[src/sv/lirm_pkg.sv]
`default_nettype none
package lirm_pkg;

  localparam int SAMPLE_W   = 16;
  localparam int PHASE_W    = 17;
  localparam int STEP_W     = 16;
  localparam int GAIN_W     = 8;
  localparam int GAIN_SHIFT = 8;
  localparam int CFG_IDX_W  = 2;
  localparam int CFG_DATA_W = 16;

  typedef enum logic [CFG_IDX_W-1:0] {
    REG_STEP        = 2'd0,
    REG_STEREO_MODE = 2'd1,
    REG_GAIN_LEFT   = 2'd2,
    REG_GAIN_RIGHT  = 2'd3
  } reg_idx_t;

  localparam logic [STEP_W-1:0] STEP_RESET = 16'd4096;
  localparam logic [GAIN_W-1:0] GAIN_RESET = 8'd128;

  typedef struct packed {
    logic [STEP_W-1:0] step;
    logic              stereo_mode;
    logic [GAIN_W-1:0] gain_left;
    logic [GAIN_W-1:0] gain_right;
  } cfg_t;

  // Commands from the controller to the datapath.
  typedef struct packed {
    logic prime;    // store the incoming word as the previous frame
    logic skip;     // empty run: previous frame from the input, phase drops by one
    logic capture;  // hold the incoming word as the current frame
    logic lerp;     // register the interpolation products
    logic gain;     // register the gain products and advance the phase
    logic emit;     // load the output register
    logic last;     // run_end value for the word being emitted
    logic finish;   // close the run: current frame becomes previous, rebase phase
  } cmd_t;

  typedef struct packed {
    logic below_one;  // phase is still before the current frame
  } status_t;

endpackage
`default_nettype wire

[src/sv/lirm_ctrl.sv]
`default_nettype none
module lirm_ctrl #(
  parameter int MAX_RUN = 16
) (
  input  wire                 clk,
  input  wire                 rst,
  input  wire                 in_valid,
  output logic                in_stall,
  output logic                out_valid,
  input  wire                 out_stall,
  input  lirm_pkg::status_t   status,
  output lirm_pkg::cmd_t      cmd
);
  import lirm_pkg::*;

  localparam int CNT_W = (MAX_RUN > 1) ? $clog2(MAX_RUN) : 1;
  localparam logic [CNT_W-1:0] CNT_LAST = CNT_W'(MAX_RUN - 1);

  typedef enum logic [3:0] {
    S_IDLE = 4'b0001,
    S_LERP = 4'b0010,
    S_GAIN = 4'b0100,
    S_EMIT = 4'b1000
  } state_t;

  state_t           state, state_next;
  logic [CNT_W-1:0] count, count_next;
  logic             primed, primed_next;
  logic             out_free;
  logic             last;

  assign in_stall = (state != S_IDLE);
  assign out_free = !out_valid || !out_stall;
  assign last     = (count == CNT_LAST) || !status.below_one;

  always_comb begin
    state_next  = state;
    count_next  = count;
    primed_next = primed;
    cmd         = '0;
    unique case (state)
      S_IDLE: begin
        if (in_valid) begin
          if (!primed) begin
            cmd.prime   = 1'b1;
            primed_next = 1'b1;
          end else if (!status.below_one) begin
            cmd.skip = 1'b1;
          end else begin
            cmd.capture = 1'b1;
            count_next  = '0;
            state_next  = S_LERP;
          end
        end
      end
      S_LERP: begin
        cmd.lerp   = 1'b1;
        state_next = S_GAIN;
      end
      S_GAIN: begin
        cmd.gain   = 1'b1;
        state_next = S_EMIT;
      end
      S_EMIT: begin
        if (out_free) begin
          cmd.emit = 1'b1;
          cmd.last = last;
          if (last) begin
            cmd.finish = 1'b1;
            state_next = S_IDLE;
          end else begin
            count_next = count + CNT_W'(1);
            state_next = S_LERP;
          end
        end
      end
      default: state_next = S_IDLE;
    endcase
  end

  always_ff @(posedge clk) begin
    if (rst) begin
      state     <= S_IDLE;
      count     <= '0;
      primed    <= 1'b0;
      out_valid <= 1'b0;
    end else begin
      state  <= state_next;
      count  <= count_next;
      primed <= primed_next;
      if (cmd.emit) begin
        out_valid <= 1'b1;
      end else if (!out_stall) begin
        out_valid <= 1'b0;
      end
    end
  end

endmodule
`default_nettype wire

[src/sv/lirm_dp.sv]
`default_nettype none
module lirm_dp #(
  parameter int FRAC_BITS = 12
) (
  input  wire                                  clk,
  input  wire                                  rst,
  input  lirm_pkg::cfg_t                       cfg,
  input  wire signed [lirm_pkg::SAMPLE_W-1:0]  left_sample,
  input  wire signed [lirm_pkg::SAMPLE_W-1:0]  right_sample,
  input  lirm_pkg::cmd_t                       cmd,
  output lirm_pkg::status_t                    status,
  output logic signed [lirm_pkg::SAMPLE_W-1:0] left_mix,
  output logic signed [lirm_pkg::SAMPLE_W-1:0] right_mix,
  output logic                                 run_end
);
  import lirm_pkg::*;

  localparam int DIFF_W = SAMPLE_W + 1;
  localparam int PROD_W = DIFF_W + FRAC_BITS + 1;
  localparam int GPROD_W = SAMPLE_W + GAIN_W + 1;
  localparam logic [PHASE_W-1:0] ONE = PHASE_W'(1) << FRAC_BITS;

  logic signed [SAMPLE_W-1:0] prev_left, prev_right;
  logic signed [SAMPLE_W-1:0] cur_left, cur_right;
  logic [PHASE_W-1:0]         phase;

  logic signed [DIFF_W-1:0]   diff_left, diff_right;
  logic signed [FRAC_BITS:0]  frac;
  logic signed [PROD_W-1:0]   prod_left, prod_right;
  logic signed [PROD_W-1:0]   shr_left, shr_right;
  logic signed [SAMPLE_W-1:0] interp_left, interp_right, interp_right_sel;
  logic signed [GAIN_W:0]     gl, gr;
  logic signed [GPROD_W-1:0]  gprod_left, gprod_right;

  assign status.below_one = (phase[PHASE_W-1:FRAC_BITS] == '0);

  assign frac       = signed'({1'b0, phase[FRAC_BITS-1:0]});
  assign diff_left  = DIFF_W'(cur_left) - DIFF_W'(prev_left);
  assign diff_right = DIFF_W'(cur_right) - DIFF_W'(prev_right);

  // Arithmetic shift gives the floor; the sum stays between the two frames.
  assign shr_left         = prod_left >>> FRAC_BITS;
  assign shr_right        = prod_right >>> FRAC_BITS;
  assign interp_left      = prev_left + shr_left[SAMPLE_W-1:0];
  assign interp_right     = prev_right + shr_right[SAMPLE_W-1:0];
  assign interp_right_sel = cfg.stereo_mode ? interp_right : interp_left;
  assign gl               = signed'({1'b0, cfg.gain_left});
  assign gr               = signed'({1'b0, cfg.gain_right});

  always_ff @(posedge clk) begin
    if (rst) begin
      prev_left  <= '0;
      prev_right <= '0;
      phase      <= '0;
    end else begin
      if (cmd.prime || cmd.skip) begin
        prev_left  <= left_sample;
        prev_right <= right_sample;
      end
      if (cmd.finish) begin
        prev_left  <= cur_left;
        prev_right <= cur_right;
      end
      if (cmd.skip) begin
        phase <= phase - ONE;
      end
      if (cmd.gain) begin
        phase <= phase + PHASE_W'(cfg.step);
      end
      if (cmd.finish) begin
        phase <= status.below_one ? '0 : phase - ONE;
      end
    end
  end

  always_ff @(posedge clk) begin
    if (cmd.capture) begin
      cur_left  <= left_sample;
      cur_right <= right_sample;
    end
    if (cmd.lerp) begin
      prod_left  <= PROD_W'(diff_left * frac);
      prod_right <= PROD_W'(diff_right * frac);
    end
    if (cmd.gain) begin
      gprod_left  <= GPROD_W'(interp_left * gl);
      gprod_right <= GPROD_W'(interp_right_sel * gr);
    end
    if (cmd.emit) begin
      left_mix  <= gprod_left[GAIN_SHIFT +: SAMPLE_W];
      right_mix <= gprod_right[GAIN_SHIFT +: SAMPLE_W];
      run_end   <= cmd.last;
    end
  end

endmodule
`default_nettype wire

[src/sv/linear_interp_resample_mixer_unit.sv]
`default_nettype none
// Linear-interpolation resampler with per-side gain. Each accepted input word is one
// source frame; the first frame after reset only primes the block. Every later frame
// yields one output word per output position between the previous frame and this one
// (at most MAX_RUN), with run_end set on the last of them; a frame that falls between
// two output positions yields none. The phase step is Q(16-FRAC_BITS).FRAC_BITS. A
// priming or empty frame is dealt with as it is taken; a frame with outputs is taken
// first, then each output passes in turn through the interpolation multiplies, the gain
// multiplies and the output register, where an output stall holds it.
// The next frame is taken as soon as the last word of a run sits in the output register.
// Configuration writes take effect at once.
module linear_interp_resample_mixer_unit #(
  parameter int FRAC_BITS = 12,
  parameter int MAX_RUN   = 16
) (
  input  wire                                    clk,
  input  wire                                    rst,
  input  wire                                    cfg_write,
  input  wire [lirm_pkg::CFG_IDX_W-1:0]          cfg_index,
  input  wire [lirm_pkg::CFG_DATA_W-1:0]         cfg_data,
  input  wire                                    in_valid,
  output logic                                   in_stall,
  input  wire signed [lirm_pkg::SAMPLE_W-1:0]    left_sample,
  input  wire signed [lirm_pkg::SAMPLE_W-1:0]    right_sample,
  output logic                                   out_valid,
  input  wire                                    out_stall,
  output logic signed [lirm_pkg::SAMPLE_W-1:0]   left_mix,
  output logic signed [lirm_pkg::SAMPLE_W-1:0]   right_mix,
  output logic                                   run_end
);
  import lirm_pkg::*;

  cfg_t    cfg;
  cmd_t    cmd;
  status_t status;

  always_ff @(posedge clk) begin
    if (rst) begin
      cfg.step        <= STEP_RESET;
      cfg.stereo_mode <= 1'b0;
      cfg.gain_left   <= GAIN_RESET;
      cfg.gain_right  <= GAIN_RESET;
    end else if (cfg_write) begin
      unique case (reg_idx_t'(cfg_index))
        REG_STEP:        cfg.step        <= cfg_data[STEP_W-1:0];
        REG_STEREO_MODE: cfg.stereo_mode <= cfg_data[0];
        REG_GAIN_LEFT:   cfg.gain_left   <= cfg_data[GAIN_W-1:0];
        REG_GAIN_RIGHT:  cfg.gain_right  <= cfg_data[GAIN_W-1:0];
        default: ;
      endcase
    end
  end

  lirm_ctrl #(
    .MAX_RUN (MAX_RUN)
  ) u_ctrl (
    .clk       (clk),
    .rst       (rst),
    .in_valid  (in_valid),
    .in_stall  (in_stall),
    .out_valid (out_valid),
    .out_stall (out_stall),
    .status    (status),
    .cmd       (cmd)
  );

  lirm_dp #(
    .FRAC_BITS (FRAC_BITS)
  ) u_dp (
    .clk          (clk),
    .rst          (rst),
    .cfg          (cfg),
    .left_sample  (left_sample),
    .right_sample (right_sample),
    .cmd          (cmd),
    .status       (status),
    .left_mix     (left_mix),
    .right_mix    (right_mix),
    .run_end      (run_end)
  );

endmodule
`default_nettype wire

[config.mk]
export PLATFORM = sky130hd
export DESIGN_NAME = linear_interp_resample_mixer_unit
export DESIGN_NICKNAME = d
export VERILOG_FILES = /design/src/sv/lirm_pkg.sv /design/src/sv/lirm_ctrl.sv /design/src/sv/lirm_dp.sv /design/src/sv/linear_interp_resample_mixer_unit.sv
export SDC_FILE = /design/constraint.sdc
export NUM_CORES = 2
export LEC_CHECK = 0
export BUFFER_PORTS_ARGS = -buffer_cell sky130_fd_sc_hd__buf_2
export CAP_MARGIN = 10
export CORE_ASPECT_RATIO = 1.1
export CORE_MARGIN = 1.5
export CORE_UTILIZATION = 36
export DETAILED_ROUTE_END_ITERATION = 8
export RECOVER_POWER = 25
export SLEW_MARGIN = 5
export SYNTH_ARGS = -nofsm -noshare
export SYNTH_HDL_FRONTEND = slang
export SYNTH_SLANG_ARGS = --single-unit
export TNS_END_PERCENT = 100
[constraint.sdc]
create_clock -name clk -period 20.9 [get_ports clk]
set_input_delay 1.045 -clock clk [delete_from_list [all_inputs] [get_ports clk]]
set_output_delay 1.045 -clock clk [all_outputs]
set_load 0.02 [all_outputs]
==> results_dict.tcl <==
set metrics [dict create \
    initial_core_util 0.3627 \
    hold_viol_final 0 \
    drtIter0Drc 1036 \
    slowest_delay_ns 0.76 \
    clock_skew_ns 0.02105 \
    io_pins 90 \
    drc_errors 0 \
    drive_gt1_frac 0.05389 \
    synthTopCellsByArea "fa_1 (33%), edfxtp_1 (12%), ha_1 (11%)" \
    place.gp.congestion 0.8365 \
    htreeDepth 1 \
    wl_um 81920 \
    maxSlewHeadroom -0.5485 \
    power_density_nw_per_um2 66.15 \
    cts_buffers 26 \
    root_buffer "clkbuf_16" \
    worstSkewPairLatency_ns 0.60 \
    critical_path.endpoint_type "register" \
    slowest_stage "o22ai_1" \
    yosysWarnings 0 \
    synth_top_area_frac 0.3323 \
    die-width_um 294.1 \
    viasPerCell 4.790 \
    leakage_nw 17.35 \
    grt_pass1_vias 24770 \
    min_period_ns 8.588 \
    grt_pass1_wl_um 134400 \
    clk_pin_slew_ns 0.07 \
    start_kind "register" \
    overflow 0 \
    cts_resized 0 \
    synth_area_per_cell_um2 9.199 \
    synth_cells 3648 \
    fillCellCount 9343 \
    synth-seq-cells 221 \
    layout_commonest_cell "inv_1" \
    fin_nets 4592 \
    crit_arrival_ns 8.92 \
    post-route-period-util 0.4109 \
    synth_nets 4549 \
    failed_checks "capacitance limit, slew limit" \
    power.total_mw 2.410 \
    grt_setup_unrepaired "no" \
    die_h_um 323.2 \
    slew_violations 34 \
    worst_pin_slew_ns 2.323 \
    fin_setup_tns_ns 0 \
    setup_slack_ns 12.31 \
    path_max_fanout 12 \
    seq_area_frac_synth 0.1703 \
    die-area_um2 95060 \
    grt_max_degree 75 \
    synthArstFlopShare 0 \
    dp_hpwl_um 64480 \
    n_antenna_cell 0 \
    worstSetupPathType "reg2reg" \
    clockBufferDepth 3 \
    grt_antenna_before_repair 5 \
    area_delta_synth_final_pct 8.545 \
    netlist_area_um2 33560 \
    cts_num_sinks 221 \
    dominantRegCellSynth "edfxtp_1" \
    row_count 117 \
    outcome "finished with violations" \
    cts_tree "built" \
    cap_violations 1 \
    ir_drop_v 0.00005575 \
    post_cts_buffers 0 \
    cts_hold_buf 0 \
    synth_enable_flop_cells 129 \
    grt_use_total 0.1783 \
    vias 23760 \
    hp-class "reg2reg" \
    crit_buf_inv 5 \
    setup_violations 0 \
    final_cell_mix "inv_1 (793), fa_1 (557), nand2_1 (411)" \
    fmax_ghz 0.1164 \
    first_pass_iters 5 \
    place_ws_ns 12.28 \
    required_ns 21.23 \
    core-area_um2 92520 \
    port-buffer-count 89 \
    synth_area_leader_cell "fa_1" \
    cp_top_family "adder cells" \
    cp_common_cell "fa_1" \
    ys_types 79 \
    postRouteAntennaNets 0 \
    routedWlPerCell_um 16.52 \
]
[path summary, 6_finish.rpt]
kind | start | cells after the start | slack [ns] | to
worst max-delay path | u_dp.cur_left[0] | 29 | 12.31 | u_dp.prod_left[27]
worst min-delay path | u_dp.gprod_right[16] | 0 | 0.42 | u_dp.right_mix[8]
worst max register to register | u_dp.cur_left[0] | 29 | 12.31 | u_dp.prod_left[27]
worst min register to register | u_dp.gprod_right[16] | 0 | 0.42 | u_dp.right_mix[8]
[registers in the layout, summed over array words and instances, names as in the netlist]
name	flops
u_dp.prev_left	16
u_dp.phase	17
u_ctrl.state	4
u_ctrl.primed	1
u_dp.prev_right	16
u_dp.cur_right	16
u_ctrl.count	4
u_dp.gprod_left	16
u_dp.gprod_right	16
u_dp.right_mix	16
u_dp.cur_left	16
u_dp.prod_left	16
cfg	33
u_dp.run_end	1
u_ctrl.out_valid	1
u_dp.prod_right	16
u_dp.left_mix	16
[final cells by class]
class	instances	area, um2	area share
multi-input combinational	2504	24440	0.6708
sequential	221	5715	0.1569
inverter	796	2988	0.08202
tap	1249	1563	0.04290
timing repair buffer	142	807.0	0.02215
clock buffer	35	757.0	0.02078
clock inverter	13	160.2	0.004397
[Yosys cell counts, types with 17 or more instances]
cell and count:
fa_1 557, a21o_1 17, xor2_1 34, nor2_1 123
edfxtp_1 129, inv_1 793, ha_1 289, nand3_1 22
and2_1 284, nand2_1 411, nand2b_1 48, o21a_1 24
dfxtp_1 92, o21ai_0 37, clkbuf_1 122, o21ai_1 19
a22oi_1 42, a21oi_1 129, a31oi_1 17, nor3_1 47
nand3b_1 22, xnor2_1 115, nor2b_1 87
[worst reg2reg max path, delay by kind of cell (launching register included)]
| kind | cells | cell delay [ns] |
|---|---|---|
| buffers and inverters | 5 | 0.54 |
| AOI/OAI and AO/OA | 10 | 3.15 |
| xor gates and xnor gates | 1 | 0.34 |
| and+or+nand+nor | 5 | 0.67 |
| DFF | 1 | 0.39 |
| adders and majority gates | 8 | 3.24 |
[where the power goes]
part | switching (mW) | total [mW] | internal [mW]
Sequential | 0.0363 | 0.569 | 0.533
Combinational | 0.845 | 1.35 | 0.500
Clock | 0.212 | 0.495 | 0.283
[cell families (layout without fill, tap and decap cells)]
logic type               after synthesis  in the layout  synth area share
AO/OA/AOI/OAI                        374            374           0.07307
XOR/XNOR                             151            151           0.04023
adder cells (fa/ha/maj)              846            846            0.4400
buffers and inverters                923            986            0.1034
flip-flops                           221            221            0.1703
multiplexers                          12             12          0.003728
AND/OR/NAND/NOR                     1121           1121            0.1693
[per-layer routing]
metal	up-vias	wire length [um]	GRT usage
met5	-	24	0
met4	4	2656	0.05521
met3	113	2908	0.01628
met2	384	39640	0.3127
met1	11920	36690	0.2320
li1	11330	-	-
[metrics by stage]
stage	hold WS, ns	util	cell area [um2]	instances
2_1_floorplan	0.4003	-	33560	3648
3_5_place_dp	0.4045	0.3843	35560	4912
4_1_cts	0.4195	0.3942	36470	4960
3_3_place_gp	0.4013	0.3843	35560	4912
6_report	0.4175	0.3937	36430	4960
5_1_grt	0.4242	0.3937	36430	4960
No activity file was read; power rests on OpenSTA's default activity.
